===== src/rtl/tls_client_hello_detector_macros.svh =====
// Assertion macros for the TLS ClientHello detector.
// Taken by the top level; expects clk_i and rst_ni in scope.
`ifndef TLS_CLIENT_HELLO_DETECTOR_MACROS_SVH
`define TLS_CLIENT_HELLO_DETECTOR_MACROS_SVH

// Clocked assertion, off while reset is asserted.
`define TLSCH_ASSERT(label, prop, msg) \
  label: assert property (@(posedge clk_i) disable iff (!rst_ni) prop) else $error(msg);

// Implication form built on the macro above.
`define TLSCH_ASSERT_IMPL(label, ante, cons, msg) \
  `TLSCH_ASSERT(label, (ante) |-> (cons), msg)

`endif


===== src/rtl/tlsch_pkg.sv =====
// Shared types and constants of the TLS ClientHello detector.
// No dependencies; used by every module of the block.
`timescale 1ns / 1ps
package tlsch_pkg;

  localparam logic [1:0]  FAM_IPV4          = 2'd0;
  localparam logic [1:0]  FAM_IPV6          = 2'd1;
  localparam logic [15:0] PORT_RESET        = 16'd443;
  localparam logic [7:0]  PROTO_TCP         = 8'd6;
  localparam logic [7:0]  CONTENT_HANDSHAKE = 8'd22;
  localparam logic [7:0]  HS_CLIENT_HELLO   = 8'd1;
  localparam logic [15:0] RECORD_HDR_LEN    = 16'd5;
  localparam logic [7:0]  VER_MAJOR_TLS     = 8'h03;
  localparam logic [7:0]  VER_MINOR_LOW     = 8'h01;
  localparam logic [7:0]  VER_MINOR_HIGH    = 8'h03;
  localparam logic [15:0] IPV4_MIN_HDR      = 16'd20;
  localparam logic [15:0] IPV6_HDR          = 16'd40;
  localparam logic [5:0]  IPV6_HDR_NARROW   = 6'd40;
  localparam logic [15:0] TCP_MIN_HDR       = 16'd20;
  localparam logic [15:0] TCP_OFFSET_POS    = 16'd12;
  localparam logic [15:0] IPV4_PROTO_POS    = 16'd9;
  localparam logic [15:0] IPV6_PROTO_POS    = 16'd6;
  localparam logic [3:0]  TCP_MIN_WORDS     = 4'd5;
  localparam logic [15:0] COUNT_MAX         = 16'hFFFF;
  localparam int unsigned QUEUE_DEPTH       = 4;

  typedef struct packed {
    logic [7:0]  data_byte;
    logic        last_byte;
    logic [1:0]  address_family;
    logic        socket_present;
    logic [15:0] dest_port;
  } in_t;

  typedef struct packed {
    logic        client_hello;
    logic [15:0] payload_length;
    logic [7:0]  legacy_minor_version;
  } out_t;

  // Everything the back end needs to judge one finished packet.
  typedef struct packed {
    logic [15:0] byte_count;
    logic [6:0]  payload_start;
    logic [5:0]  tcp_start;
    logic [1:0]  family;
    logic        port_matches;
    logic        offset_valid;
    logic [7:0]  protocol;
    logic [7:0]  rec_type;
    logic [7:0]  version_major;
    logic [7:0]  version_minor;
    logic [15:0] record_length;
    logic [7:0]  hello_type;
  } summary_t;

endpackage


===== src/rtl/tlsch_front.sv =====
// Front end: walks the packet bytes and captures header fields.
// Depends on tlsch_pkg; pushes one summary word per packet.
`timescale 1ns / 1ps
module tlsch_front
  import tlsch_pkg::*;
(
  input  logic        clk_i,
  input  logic        rst_ni,
  input  logic        accept_i,
  input  in_t         in_i,
  input  logic [15:0] match_port_i,
  output logic        sum_valid_o,
  output summary_t    sum_o
);

  logic [15:0] cnt_q, cnt_d;
  logic [6:0]  pstart_q, pstart_d;
  logic [5:0]  tcp_q, tcp_d;
  logic [1:0]  fam_q, fam_d;
  logic        port_q, port_d;
  logic        ov_q, ov_d;
  logic [7:0]  proto_q, proto_d;
  logic [7:0]  content_q, content_d;
  logic [7:0]  major_q, major_d;
  logic [7:0]  minor_q, minor_d;
  logic [15:0] reclen_q, reclen_d;
  logic [7:0]  htype_q, htype_d;
  logic [15:0] rel;
  logic [7:0]  b;

  assign b = in_i.data_byte;

  always_comb begin
    cnt_d     = cnt_q;
    pstart_d  = pstart_q;
    tcp_d     = tcp_q;
    fam_d     = fam_q;
    port_d    = port_q;
    ov_d      = ov_q;
    proto_d   = proto_q;
    content_d = content_q;
    major_d   = major_q;
    minor_d   = minor_q;
    reclen_d  = reclen_q;
    htype_d   = htype_q;
    rel       = cnt_q - 16'(pstart_q);

    // Sideband is sampled on the first byte only.
    if (cnt_q == '0) begin
      fam_d  = in_i.address_family;
      port_d = in_i.socket_present && (in_i.dest_port == match_port_i);
      if (fam_d == FAM_IPV4) begin
        tcp_d = {b[3:0], 2'b00};
      end else if (fam_d == FAM_IPV6) begin
        tcp_d = IPV6_HDR_NARROW;
      end else begin
        tcp_d = '0;
      end
    end

    if (!fam_d[1]) begin
      if ((fam_d == FAM_IPV4 && cnt_q == IPV4_PROTO_POS) ||
          (fam_d == FAM_IPV6 && cnt_q == IPV6_PROTO_POS)) begin
        proto_d = b;
      end
      if (cnt_q == 16'(tcp_d) + TCP_OFFSET_POS && b[7:4] >= TCP_MIN_WORDS) begin
        pstart_d = 7'({1'b0, tcp_d}) + 7'({b[7:4], 2'b00});
        ov_d     = 1'b1;
      end
      rel = cnt_q - 16'(pstart_d);
      if (ov_d && cnt_q >= 16'(pstart_d)) begin
        case (rel)
          16'd0:   content_d = b;
          16'd1:   major_d   = b;
          16'd2:   minor_d   = b;
          16'd3:   reclen_d  = {b, reclen_q[7:0]};
          16'd4:   reclen_d  = {reclen_q[15:8], b};
          16'd5:   htype_d   = b;
          default: ;
        endcase
      end
    end

    if (cnt_q != COUNT_MAX) begin
      cnt_d = cnt_q + 16'd1;
    end
  end

  always_comb begin
    sum_valid_o         = accept_i && in_i.last_byte;
    sum_o.byte_count    = cnt_d;
    sum_o.payload_start = pstart_d;
    sum_o.tcp_start     = tcp_d;
    sum_o.family        = fam_d;
    sum_o.port_matches  = port_d;
    sum_o.offset_valid  = ov_d;
    sum_o.protocol      = proto_d;
    sum_o.rec_type      = content_d;
    sum_o.version_major = major_d;
    sum_o.version_minor = minor_d;
    sum_o.record_length = reclen_d;
    sum_o.hello_type    = htype_d;
  end

  // Per-packet state returns to zero after the last byte.
  always_ff @(posedge clk_i or negedge rst_ni) begin
    if (!rst_ni) begin
      cnt_q     <= '0;
      pstart_q  <= '0;
      tcp_q     <= '0;
      fam_q     <= '0;
      port_q    <= 1'b0;
      ov_q      <= 1'b0;
      proto_q   <= '0;
      content_q <= '0;
      major_q   <= '0;
      minor_q   <= '0;
      reclen_q  <= '0;
      htype_q   <= '0;
    end else if (accept_i && in_i.last_byte) begin
      cnt_q     <= '0;
      pstart_q  <= '0;
      tcp_q     <= '0;
      fam_q     <= '0;
      port_q    <= 1'b0;
      ov_q      <= 1'b0;
      proto_q   <= '0;
      content_q <= '0;
      major_q   <= '0;
      minor_q   <= '0;
      reclen_q  <= '0;
      htype_q   <= '0;
    end else if (accept_i) begin
      cnt_q     <= cnt_d;
      pstart_q  <= pstart_d;
      tcp_q     <= tcp_d;
      fam_q     <= fam_d;
      port_q    <= port_d;
      ov_q      <= ov_d;
      proto_q   <= proto_d;
      content_q <= content_d;
      major_q   <= major_d;
      minor_q   <= minor_d;
      reclen_q  <= reclen_d;
      htype_q   <= htype_d;
    end
  end

endmodule


===== src/rtl/tlsch_fifo.sv =====
// Short queue of packet summaries between front and back end.
// Depends on tlsch_pkg for the summary type.
`timescale 1ns / 1ps
module tlsch_fifo
  import tlsch_pkg::*;
#(
  parameter int unsigned Depth = QUEUE_DEPTH
) (
  input  logic     clk_i,
  input  logic     rst_ni,
  input  logic     wr_valid_i,
  input  summary_t wr_data_i,
  output logic     full_o,
  input  logic     rd_ready_i,
  output summary_t rd_data_o,
  output logic     empty_o
);

  localparam int unsigned PtrW = (Depth > 1) ? $clog2(Depth) : 1;
  localparam int unsigned CntW = $clog2(Depth + 1);

  summary_t            mem_q [Depth];
  logic [PtrW-1:0]     wr_ptr_q, rd_ptr_q;
  logic [CntW-1:0]     cnt_q;
  logic                do_wr, do_rd;

  assign full_o    = (cnt_q == CntW'(Depth));
  assign empty_o   = (cnt_q == '0);
  assign do_wr     = wr_valid_i && !full_o;
  assign do_rd     = rd_ready_i && !empty_o;
  assign rd_data_o = mem_q[rd_ptr_q];

  always_ff @(posedge clk_i) begin
    if (do_wr) begin
      mem_q[wr_ptr_q] <= wr_data_i;
    end
  end

  always_ff @(posedge clk_i or negedge rst_ni) begin
    if (!rst_ni) begin
      wr_ptr_q <= '0;
      rd_ptr_q <= '0;
      cnt_q    <= '0;
    end else begin
      if (do_wr) begin
        wr_ptr_q <= (wr_ptr_q == PtrW'(Depth - 1)) ? '0 : wr_ptr_q + 1'b1;
      end
      if (do_rd) begin
        rd_ptr_q <= (rd_ptr_q == PtrW'(Depth - 1)) ? '0 : rd_ptr_q + 1'b1;
      end
      if (do_wr && !do_rd) begin
        cnt_q <= cnt_q + 1'b1;
      end else if (do_rd && !do_wr) begin
        cnt_q <= cnt_q - 1'b1;
      end
    end
  end

endmodule


===== src/rtl/tlsch_back.sv =====
// Back end: judges one packet summary and holds the result word.
// Depends on tlsch_pkg for the summary and result types.
`timescale 1ns / 1ps
module tlsch_back
  import tlsch_pkg::*;
(
  input  logic     clk_i,
  input  logic     rst_ni,
  input  logic     sum_valid_i,
  input  summary_t sum_i,
  output logic     sum_ready_o,
  input  logic     pop_i,
  output logic     empty_o,
  output out_t     out_o
);

  logic        out_valid_q;
  out_t        out_q, res;
  logic        fam_ok, hdr_ok, ver_ok;
  logic [15:0] plen;
  logic [16:0] rec_end;

  always_comb begin
    if (sum_i.family == FAM_IPV4) begin
      fam_ok = sum_i.byte_count >= IPV4_MIN_HDR;
    end else if (sum_i.family == FAM_IPV6) begin
      fam_ok = sum_i.byte_count >= IPV6_HDR;
    end else begin
      fam_ok = 1'b0;
    end
    hdr_ok = fam_ok && sum_i.protocol == PROTO_TCP && sum_i.offset_valid &&
             sum_i.byte_count >= 16'(sum_i.tcp_start) + TCP_MIN_HDR &&
             sum_i.byte_count >= 16'(sum_i.payload_start);
    plen    = sum_i.byte_count - 16'(sum_i.payload_start);
    rec_end = 17'(sum_i.record_length) + 17'(RECORD_HDR_LEN);
    ver_ok  = sum_i.version_major == VER_MAJOR_TLS &&
              sum_i.version_minor >= VER_MINOR_LOW &&
              sum_i.version_minor <= VER_MINOR_HIGH;
    res.client_hello = hdr_ok && sum_i.port_matches &&
                       plen > RECORD_HDR_LEN &&
                       sum_i.rec_type == CONTENT_HANDSHAKE &&
                       sum_i.hello_type == HS_CLIENT_HELLO &&
                       rec_end <= 17'(plen) && ver_ok;
    res.payload_length       = hdr_ok ? plen : '0;
    res.legacy_minor_version = sum_i.version_minor;
  end

  // A new summary is taken whenever the result register is free or being read.
  assign sum_ready_o = !out_valid_q || pop_i;
  assign empty_o     = !out_valid_q;
  assign out_o       = out_q;

  always_ff @(posedge clk_i) begin
    if (sum_valid_i && sum_ready_o) begin
      out_q <= res;
    end
  end

  always_ff @(posedge clk_i or negedge rst_ni) begin
    if (!rst_ni) begin
      out_valid_q <= 1'b0;
    end else if (sum_ready_o) begin
      out_valid_q <= sum_valid_i;
    end
  end

endmodule


===== src/rtl/tls_client_hello_detector.sv =====
// Channel   Handshake            Payload
// input     push / full          in_i (in_t): one packet byte plus sideband
// result    empty / pop          out_o (out_t): one verdict per packet
// config    cfg_valid_i / _ready cfg_data_i: destination port to examine
//
// One byte is accepted per cycle, back to back while full is low. A verdict
// reaches the result ports when its summary, which enters the queue at the
// edge that takes the last byte, moves on to the result register once that
// register is free or being popped. full rises only when the queue of
// finished packets is full because results are not being popped. Reset
// restores port 443 and clears the packet state.
`timescale 1ns / 1ps
`include "tls_client_hello_detector_macros.svh"
module tls_client_hello_detector
  import tlsch_pkg::*;
#(
  parameter int unsigned QueueDepth = QUEUE_DEPTH
) (
  input  logic        clk_i,
  input  logic        rst_ni,
  input  logic        push,
  output logic        full,
  input  in_t         in_i,
  output logic        empty,
  input  logic        pop,
  output out_t        out_o,
  input  logic        cfg_valid_i,
  output logic        cfg_ready_o,
  input  logic [15:0] cfg_data_i
);

  logic [15:0] match_port_q;
  logic        accept;
  logic        sum_valid, q_full, q_empty, back_ready;
  summary_t    sum_front, sum_head;

  assign cfg_ready_o = 1'b1;
  assign full        = q_full;
  assign accept      = push && !q_full;

  always_ff @(posedge clk_i or negedge rst_ni) begin
    if (!rst_ni) begin
      match_port_q <= PORT_RESET;
    end else if (cfg_valid_i) begin
      match_port_q <= cfg_data_i;
    end
  end

  tlsch_front u_front (
    .clk_i        (clk_i),
    .rst_ni       (rst_ni),
    .accept_i     (accept),
    .in_i         (in_i),
    .match_port_i (match_port_q),
    .sum_valid_o  (sum_valid),
    .sum_o        (sum_front)
  );

  tlsch_fifo #(
    .Depth (QueueDepth)
  ) u_fifo (
    .clk_i      (clk_i),
    .rst_ni     (rst_ni),
    .wr_valid_i (sum_valid),
    .wr_data_i  (sum_front),
    .full_o     (q_full),
    .rd_ready_i (back_ready),
    .rd_data_o  (sum_head),
    .empty_o    (q_empty)
  );

  tlsch_back u_back (
    .clk_i       (clk_i),
    .rst_ni      (rst_ni),
    .sum_valid_i (!q_empty),
    .sum_i       (sum_head),
    .sum_ready_o (back_ready),
    .pop_i       (pop),
    .empty_o     (empty),
    .out_o       (out_o)
  );

  `TLSCH_ASSERT(a_queue_drains, (!q_empty && empty) |=> !empty, "waiting summary not moved to output")
  `TLSCH_ASSERT_IMPL(a_hello_len, !empty && out_o.client_hello, out_o.payload_length > RECORD_HDR_LEN, "hello with short payload")
  `TLSCH_ASSERT_IMPL(a_hello_ver, !empty && out_o.client_hello, out_o.legacy_minor_version >= VER_MINOR_LOW && out_o.legacy_minor_version <= VER_MINOR_HIGH, "hello with bad version")

endmodule


===== config.mk =====
export PLATFORM = sky130hd
export DESIGN_NAME = tls_client_hello_detector
export DESIGN_NICKNAME = d
export VERILOG_FILES = /design/src/rtl/tlsch_pkg.sv /design/src/rtl/tlsch_front.sv /design/src/rtl/tlsch_fifo.sv /design/src/rtl/tlsch_back.sv /design/src/rtl/tls_client_hello_detector.sv
export VERILOG_INCLUDE_DIRS = /design/src /design/src/rtl
export SDC_FILE = /design/constraint.sdc
export NUM_CORES = 1
export LEC_CHECK = 0
export ABC_CLOCK_PERIOD_IN_PS = 6750
export BUFFER_PORTS_ARGS = -buffer_cell sky130_fd_sc_hd__buf_2
export CORE_UTILIZATION = 40
export DETAILED_ROUTE_END_ITERATION = 10
export GPL_ROUTABILITY_DRIVEN = 1
export GPL_TIMING_DRIVEN = 1
export PLACE_DENSITY_LB_ADDON = 0.08
export SYNTH_ARGS = -nofsm -noshare
export SYNTH_HDL_FRONTEND = slang
export SYNTH_HIERARCHICAL = 1
export SYNTH_SLANG_ARGS = --single-unit

===== constraint.sdc =====
create_clock -name clk_i -period 6.75 [get_ports clk_i]
set_input_delay 1.0125 -clock clk_i [delete_from_list [all_inputs] [get_ports clk_i]]
set_output_delay 1.0125 -clock clk_i [all_outputs]
set_load 0.03 [all_outputs]

Yosys cells after proc, flatten, opt, wreduce, memory -nomap -nowiden. Memory sizes are Yosys's and may differ from the RTL's. Index checks and enable logic that the tools add are counted. W data, S select, Z words.

Reduce and logical (&&, ||, !) cells: 38. Multiplexer cells: 61. Div/mod/pow operators: 0. Multiply operators: 0. Add/sub/neg operators: 11. Eq/ne operators: 20. Bitwise gates (word level): 0. $lt $le $gt $ge: 10. Shift-type cells: 0.

Operator list (number): $mux W8 (24); $mux W16 (7); $eq A16 B3 Y1 const B (3); $mux W7 (5); $eq A16 B16 Y1 (2); $eq A16 B2 Y1 const B (2); $ge A16 B7 Y1 (2); $logic_not A16 Y1 (2); $pmux W16 S2 (1); $sub A16 B7 Y16 (2); $mux W6 (5); $logic_and A1 B1 Y1 (23); $add A16 B3 Y17 const B (1); $le A17 B16 Y1 (1); $add A16 B1 Y16 const B (1); $eq A16 B1 Y1 const B (1); $eq A16 B4 Y1 const B (1); $ge A16 B16 Y1 (1); $ge A16 B5 Y1 const B (1); $ge A16 B6 Y1 const B (1); $gt A16 B3 Y1 const B (1); $ne A16 B16 Y1 const B (1); $mux W1 (12); $mux W2 (5); 22 further kinds (35).

Memories: 1. Flip-flop bits (word level): 138. Logic and storage cells: 161. Latch bits: 0. Output and inout port bits: 28. Bits in read-only memories: 0. Input port bits: 49. RAM bits: 356.

Memory list: u_fifo.mem_q (words 4, bits a word 89, rd ports 1, clocked after Yosys merged registers in 0, wr ports 1, RTL line tlsch_fifo.sv:22) `summary_t mem_q [Depth];`.

Logic depth before layout (Yosys ltp). Gate-level depths: netlist of the first run.

Depth after elaboration: 16. Mapped depth: 30. Gate-level depth less buffers: 25.

By module. The synthesis of the first run kept the hierarchy.

Modules (own cells, without submodules): tlsch_fifo (instances 1, cells an instance 502, area an instance 13254.0 um2, sequential area each 10865.4 um2); tlsch_front (instances 1, cells an instance 801, area an instance 7174.4 um2, sequential area each 2227.1 um2); tlsch_back (instances 1, cells an instance 264, area an instance 2484.9 um2, sequential area each 775.7 um2); tls_client_hello_detector (instances 1, cells an instance 38, area an instance 679.4 um2, sequential area each 409.1 um2).

Least setup slack after synthesis of the first run. OpenSTA, ideal clock, no wires.

Path type: register -> register. Start point: register u_front.cnt_q[0]. End point: memory u_fifo/mem_q[0][14] (netlist bit), data pin. Arrival time: 6680 ps. Required time: 6486 ps. Path buffers: 6. Setup slack: -194 ps. Clock period less this slack: 6944 ps. Stages on the path, launching flop included: 29. Setup time: 264 ps. Cells stage by stage: dfrtp_1 inv_1 ha_1 nor3b_1 nand4_2 buf_6 mux2i_1 ha_1 xor2_1 o2111ai_1 a2111oi_2 and3_1 and3_1 buf_6 mux2i_1 ha_1 clkbuf_1 a211o_1 or3_1 o21bai_1 mux2_2 a2111oi_4 o2111ai_1 or4b_1 buf_2 or2_1 buf_6 buf_6 mux2_4.

RTL lines: start: declaration (RTL line tlsch_front.sv:16) `logic [15:0] cnt_q, cnt_d;`; start signal: assignment (RTL line tlsch_front.sv:134) `cnt_q <= cnt_d;`; end: declaration (RTL line tlsch_fifo.sv:22).

==> results_dict.tcl, run 1 <==
set metrics [dict create \
    status "completed" \
    grt_start_max_net_pins 76 \
    port_buffers 75 \
    worstPathMaxFanout 16 \
    antenna_found_initial 1 \
    synthArstFlopShare_pct 22.9 \
    hp-class "input port to async pin" \
    grt_pass1_vias 15000 \
    htree_levels 2 \
    ys_ff_latch 494 \
    cts_buffer_depth 3 \
    postRouteAntennaNets 0 \
    grtUsageTotal_pct 20.7 \
    r2r_cells 24 \
    critical_path_required_ns 7.09 \
    cts_root_buffer "clkbuf_16" \
    start_kind "flop" \
    finalWorstSetupSlack_ns 0.263 \
    cts_tree "yes" \
    synthesis.instances 1605 \
    final-hold-violation-count 0 \
    fin_nets 1846 \
    p_leak_uw 0.0104 \
    drt_first_pass_iters 5 \
    drt_iter0_drc 782 \
    coreArea_um2 58000 \
    r2r-end "u_fifo/mem_q[1][29]" \
    hold_ws_ns 0.211 \
    synth_top_family_by_area "multiplexers" \
    crit_type "flop to flop" \
    regToRegStartpoint "u_front/cnt_q[0]" \
    syn_area_um2 23600 \
    num_antenna_cells 0 \
    io-pin-count 77 \
    synth_adder_area_share_pct 3.11 \
    syn_to_final_growth_pct 15.9 \
    drt_wl_total_um 60800 \
    finalSetupViolCount 0 \
    path_cells "inv_2 -> ha_1 -> nor3b_4 -> nand4_4 -> mux2i_2 -> ha_1 -> xor2_2 -> o2111ai_2 -> a2111oi_4 -> and3_4 -> and3_4 -> mux2i_1 -> ha_1 -> a211o_1 -> or3_4 -> o21bai_2 -> mux2_4 -> a2111oi_4 -> o2111ai_2 -> or4b_4 -> buf_8 -> or2_4 -> buf_12 -> mux2_4" \
    r2r_slack_ns 0.26 \
    preCtsSetupSlack_ns -0.169 \
    peakVddDrop_mv 0.259 \
    yosysTopAreaCell "edfxtp_1" \
    power_density_nw_per_um2 422 \
    wl_per_cell_um 23.8 \
    synth-compound-area-share_pct 7.72 \
    synth-xor-area-share_pct 2.59 \
    insertion_delay_ns 0.61 \
    muxShareOfSynthArea_pct 13.5 \
    synth_edf_count 381 \
    synth_fp_nets 1710 \
    ys_types 98 \
    clkSinkCount 494 \
    drcViolationCount 0 \
    finalCriticalPeriod_ns 6.49 \
    ys_seq_area_share_pct 60.5 \
    crit_buf_inv 3 \
    maxCapViolations 0 \
    synthFlopType "edfxtp_1" \
    yosys_warnings 6 \
    max_freq_mhz 154 \
    drive_above_1_share_pct 28.6 \
    start_util_pct 40.7 \
    drv_slew 0 \
    die_h_um 245 \
    die_w_um 245 \
    worst_slew_pin_slew_ns 1.04 \
    grt_pass1_wl_um 93500 \
    critPathMaxStageDelay_ns 0.52 \
    synth_top_area_share_pct 48.5 \
    synth_simple_gate_area_share_pct 9.82 \
    gr-total-overflow 0 \
    dieArea_um2 60000 \
    place.gp.congestion 0.864 \
    cp_top_family "simple AND/OR/NAND/NOR gates" \
    slowest_stage "or4b_4" \
    fin_skew_ns 0.0220 \
    crit_top_cell "ha_1" \
    ys_top_cells_by_area "edfxtp_1 (48%), dfrtp_1 (11%), mux4_2 (8.5%)" \
    worst_setup_path_end_kind "flop" \
    crit_arrival_ns 6.83 \
    clk_pin_slew_ns 0.06 \
    final_common_cell "edfxtp_1" \
    cts_buffers 56 \
    vias_per_cell 5.62 \
    slew_headroom_pct 29.9 \
    fin_crit_sh_pct 96.1 \
    syn_avg_cell_area_um2 14.7 \
    hpwl_um 39800 \
    rows 88 \
    num_vias 14300 \
    mostFrequentLayoutCells "edfxtp_1 (381), dfrtp_1 (104), buf_4 (95), mux4_2 (89), nand2_1 (79)" \
]
[cells in the mapped netlist (all sizes together), types with 14 or more instances]
cell type,n
edfxtp,381
dfrtp,106
mux4,89
mux2,84
nand2,80
clkbuf,63
nor2,59
xnor2,57
ha,53
o21ai,48
a21oi,44
nor3,44
buf,38
nand2b,37
nand3,37
nor2b,34
inv,33
a22o,32
nand4,30
a211o,24
o211ai,21
mux2i,16
and2,14
[cell families after synthesis]
| logic type | Yosys count |
|---|---|
| compound gates | 245 |
| simple gates | 416 |
| other cells | 1 |
| fa+ha+maj | 57 |
| buf+inv | 134 |
| flops | 494 |
| mux | 189 |
| xor+xnor | 69 |
[power breakdown]
| group | total [uW] | internal, uW | switching [uW] |
|---|---|---|---|
| sequential | 4020 | 3790 | 229 |
| clock | 3040 | 1800 | 1240 |
| combinational | 4500 | 1850 | 2650 |
| total | 11600 | 7430 | 4120 |
[sequential cells by signal, indices dropped and copies added (netlist names), 16 cells and up]
register,cells
match_port_q,16
u_front/reclen_q,16
u_back/out_o,25
u_front/cnt_q,16
u_fifo/mem_q,356
[layout make-up]
type	instances	area, um^2
Clock buffer	72	1530
Clock inverter	34	319
Fill cell	5083	30700
Inverter	33	124
Multi-Input combinational cell	977	8870
Sequential cell	494	14300
Tap cell	765	957
Timing Repair Buffer	179	1260
[how the worst max path moves through the flow]
| stage | startpoint | to | slack, ns | cells after the start |
|---|---|---|---|---|
| finish | u_front/cnt_q[0] | u_fifo/mem_q[1][29] | 0.26 | 24 |
| global route | u_front/cnt_q[1] | u_fifo/mem_q[1][19] | -0.03 | 26 |
| CTS | u_front/cnt_q[8] | u_fifo/mem_q[3][11] | 0.01 | 24 |
| detailed placement | in_i[18] | u_fifo/mem_q[3][11] | -0.17 | 24 |
| global placement | in_i[18] | u_fifo/mem_q[0][14] | -0.04 | 24 |
| floorplan | in_i[21] | u_fifo/mem_q[0][14] | 0.005 | 25 |
[metrics by stage]
step	TNS (ns)	instance area (um^2)	power (uW)	instances	utilization [%]
floorplan	0	23600	7210	1605	-
global placement	-0.995	25300	8520	2446	43.6
detailed placement	-10.82	25300	8560	2446	43.6
CTS	0	27200	11600	2552	46.8
global route	-0.980	27300	12200	2554	47.1
finish	0	27300	11600	2554	47.1
[layer usage]
metal | track usage (%) | part of all wire [%]
met3 | 2.44 | 3.3
met2 | 34.4 | 49
met4 | 5.96 | 2.1
met5 | 0 | 0
met1 | 28.7 | 46
[what timing repair did]
item	CTS	global route
setup buffers	0	2
gates resized for setup	1	38
hold buffers	0	0
endpoints found under the setup margin	32	230
pin swaps	0	13
(Power assumes the default switching activity.)
==> inputs of run 2 (changes only) <==
--- a/config.mk
+++ b/config.mk
@@ -8,11 +8,13 @@
 export LEC_CHECK = 0
 export ABC_CLOCK_PERIOD_IN_PS = 6750
 export BUFFER_PORTS_ARGS = -buffer_cell sky130_fd_sc_hd__buf_2
-export CORE_UTILIZATION = 40
+export CORE_MARGIN = 3
+export CORE_UTILIZATION = 56
 export DETAILED_ROUTE_END_ITERATION = 10
 export GPL_ROUTABILITY_DRIVEN = 1
 export GPL_TIMING_DRIVEN = 1
 export PLACE_DENSITY_LB_ADDON = 0.08
+export SLEW_MARGIN = 15
 export SYNTH_ARGS = -nofsm -noshare
 export SYNTH_HDL_FRONTEND = slang
 export SYNTH_HIERARCHICAL = 1
==> results_dict.tcl, run 2 (synthesis results as in run 1) <==
set metrics [dict create \
    status "completed" \
    drt_iter0_drc 1161 \
    die_w_um 211 \
    reg_top3 "u_fifo/mem_q x356, u_back/out_o x25" \
    regToRegStartpoint "u_front/cnt_q[8]" \
    start_util_pct 57.3 \
    path_cells "nor4_2 -> nand4_2 -> buf_6 -> mux2i_2 -> ha_4 -> xor2_2 -> o2111ai_2 -> a2111oi_2 -> and3_1 -> and3_2 -> mux2i_1 -> ha_1 -> a211o_1 -> or3_4 -> o21bai_2 -> mux2_2 -> a2111oi_4 -> o2111ai_2 -> or4b_4 -> buf_8 -> or2_1 -> buf_12 -> mux2_4" \
    drcViolationCount 0 \
    num_vias 14300 \
    start_kind "flop" \
    final_common_cell "edfxtp_1" \
    rows 74 \
    grt_pass1_wl_um 86000 \
    finalSetupViolCount 0 \
    hp-class "input port to async pin" \
    drt_first_pass_iters 5 \
    power_density_nw_per_um2 421 \
    coreArea_um2 41200 \
    crit_buf_inv 3 \
    numPlacedInstances 2207 \
    final_util_pct 64.8 \
    place_area_um2 24900 \
    vias_per_cell 6.19 \
    port_buffers 75 \
    critPathMaxStageDelay_ns 0.54 \
    peakVddDrop_mv 0.276 \
    largest_register_ffs 356 \
    grtUsageTotal_pct 25.4 \
    final-seq-area_um2 14300 \
    dieArea_um2 44600 \
    cts_tree "yes" \
    p_leak_uw 0.0102 \
    final_area_um2 26700 \
    grt_pass1_vias 14600 \
    grt_start_max_net_pins 75 \
    antenna_found_initial 0 \
    slew_headroom_pct 25.0 \
    clkSinkCount 494 \
    crit_arrival_ns 7.01 \
    crit_top_cell "o2111ai_2" \
    maxCapViolations 0 \
    clk_pin_slew_ns 0.06 \
    crit_type "flop to flop" \
    drv_slew 0 \
    drive_above_1_share_pct 27.4 \
    worst_slew_pin_slew_ns 1.12 \
    num_antenna_cells 0 \
    worstPathMaxFanout 19 \
    fin_skew_ns 0.0160 \
    syn_to_final_growth_pct 13.2 \
    htree_levels 2 \
    worst_setup_path_end_kind "flop" \
    total_power_uw 11300 \
    cp_top_family "simple AND/OR/NAND/NOR gates" \
    max_freq_mhz 150 \
    finalCriticalPeriod_ns 6.68 \
    place.gp.congestion 0.931 \
    io-pin-count 77 \
    die_h_um 211 \
    postRouteAntennaNets 0 \
    finalWorstSetupSlack_ns 0.0675 \
    r2r_slack_ns 0.07 \
    mostFrequentLayoutCells "edfxtp_1 (381), dfrtp_1 (104), buf_4 (94), mux4_2 (89), nand2_1 (79)" \
    r2r_cells 23 \
    multi_input_area_um2 8780 \
    holdBufCountCts 0 \
    drt_wl_total_um 55400 \
    gr-total-overflow 0 \
    final-hold-violation-count 0 \
    hpwl_um 36300 \
    nFillCells 3017 \
    cts_root_buffer "clkbuf_16" \
    wl_per_cell_um 24.0 \
    r2r-end "u_fifo/mem_q[1][29]" \
    registers.top_by_ff_count "u_fifo/mem_q" \
    insertion_delay_ns 0.60 \
    cts_buffer_depth 3 \
    fin_nets 1837 \
    preCtsSetupSlack_ns -0.107 \
    cts_buffers 51 \
    fin_crit_sh_pct 99.0 \
    finalNonFillerCells 2306 \
    critical_path_required_ns 7.08 \
    slowest_stage "or4b_4" \
]
## run 2: cell types whose count changed in the layout (fill, tap and decap cells not counted), sizes merged
cell      before  now
bufinv         5    4
buf          179  175
clkinvlp       3    2
clkinv        24   17
inv           35   33
## run 2: where the power goes
part	internal (uW)	switching [uW]	total [uW]
clock	1630	1140	2760
combinational	1870	2610	4480
sequential	3790	217	4000
total	7290	3960	11300
## run 2: per-layer routing
metal,vias up,share of wire (%),GRT usage (%),routed length (um)
li1,6490,-,-,-
met1,7280,45,37.1,24600
met2,414,47,40.1,26100
met3,84,6.0,3.77,3310
met4,0,2.4,7.83,1330
met5,-,0,0,0
## run 2: area by class of cell
type                            count  area share, %
Clock buffer                       72           5.34
Tap cell                          532           2.49
Multi-Input combinational cell    977           32.9
Inverter                           33          0.468
Timing Repair Buffer              175           4.50
Clock inverter                     23          0.843
Sequential cell                   494           53.5
## run 2: metrics by stage
step / TNS [ns] / hold WS, ns
detailed placement: -5.04 / 0.482
CTS: 0 / 0.500
global route: -9.40 / 0.515
floorplan: 0 / 0.456
finish: 0 / 0.499
global placement: -0.0806 / 0.474
## run 2: what timing repair did
| item | in CTS | in global routing |
|---|---|---|
| setup buffers | 0 | 4 |
| setup endpoints to repair | 0 | 212 |
| gates resized for setup | 0 | 19 |
## run 2: worst max path at each step
stage | start | end | slack, ns | depth (start not counted)
floorplan | in_i[21] | u_fifo/mem_q[0][14] | 0.005 | 25
global placement | in_i[18] | u_fifo/mem_q[1][29] | -0.01 | 25
detailed placement | in_i[18] | u_fifo/mem_q[3][29] | -0.11 | 25
CTS | u_front/cnt_q[8] | u_fifo/mem_q[0][29] | 0.06 | 24
global route | u_front/cnt_q[1] | u_fifo/mem_q[1][29] | -0.13 | 28
finish | u_front/cnt_q[8] | u_fifo/mem_q[1][29] | 0.07 | 23
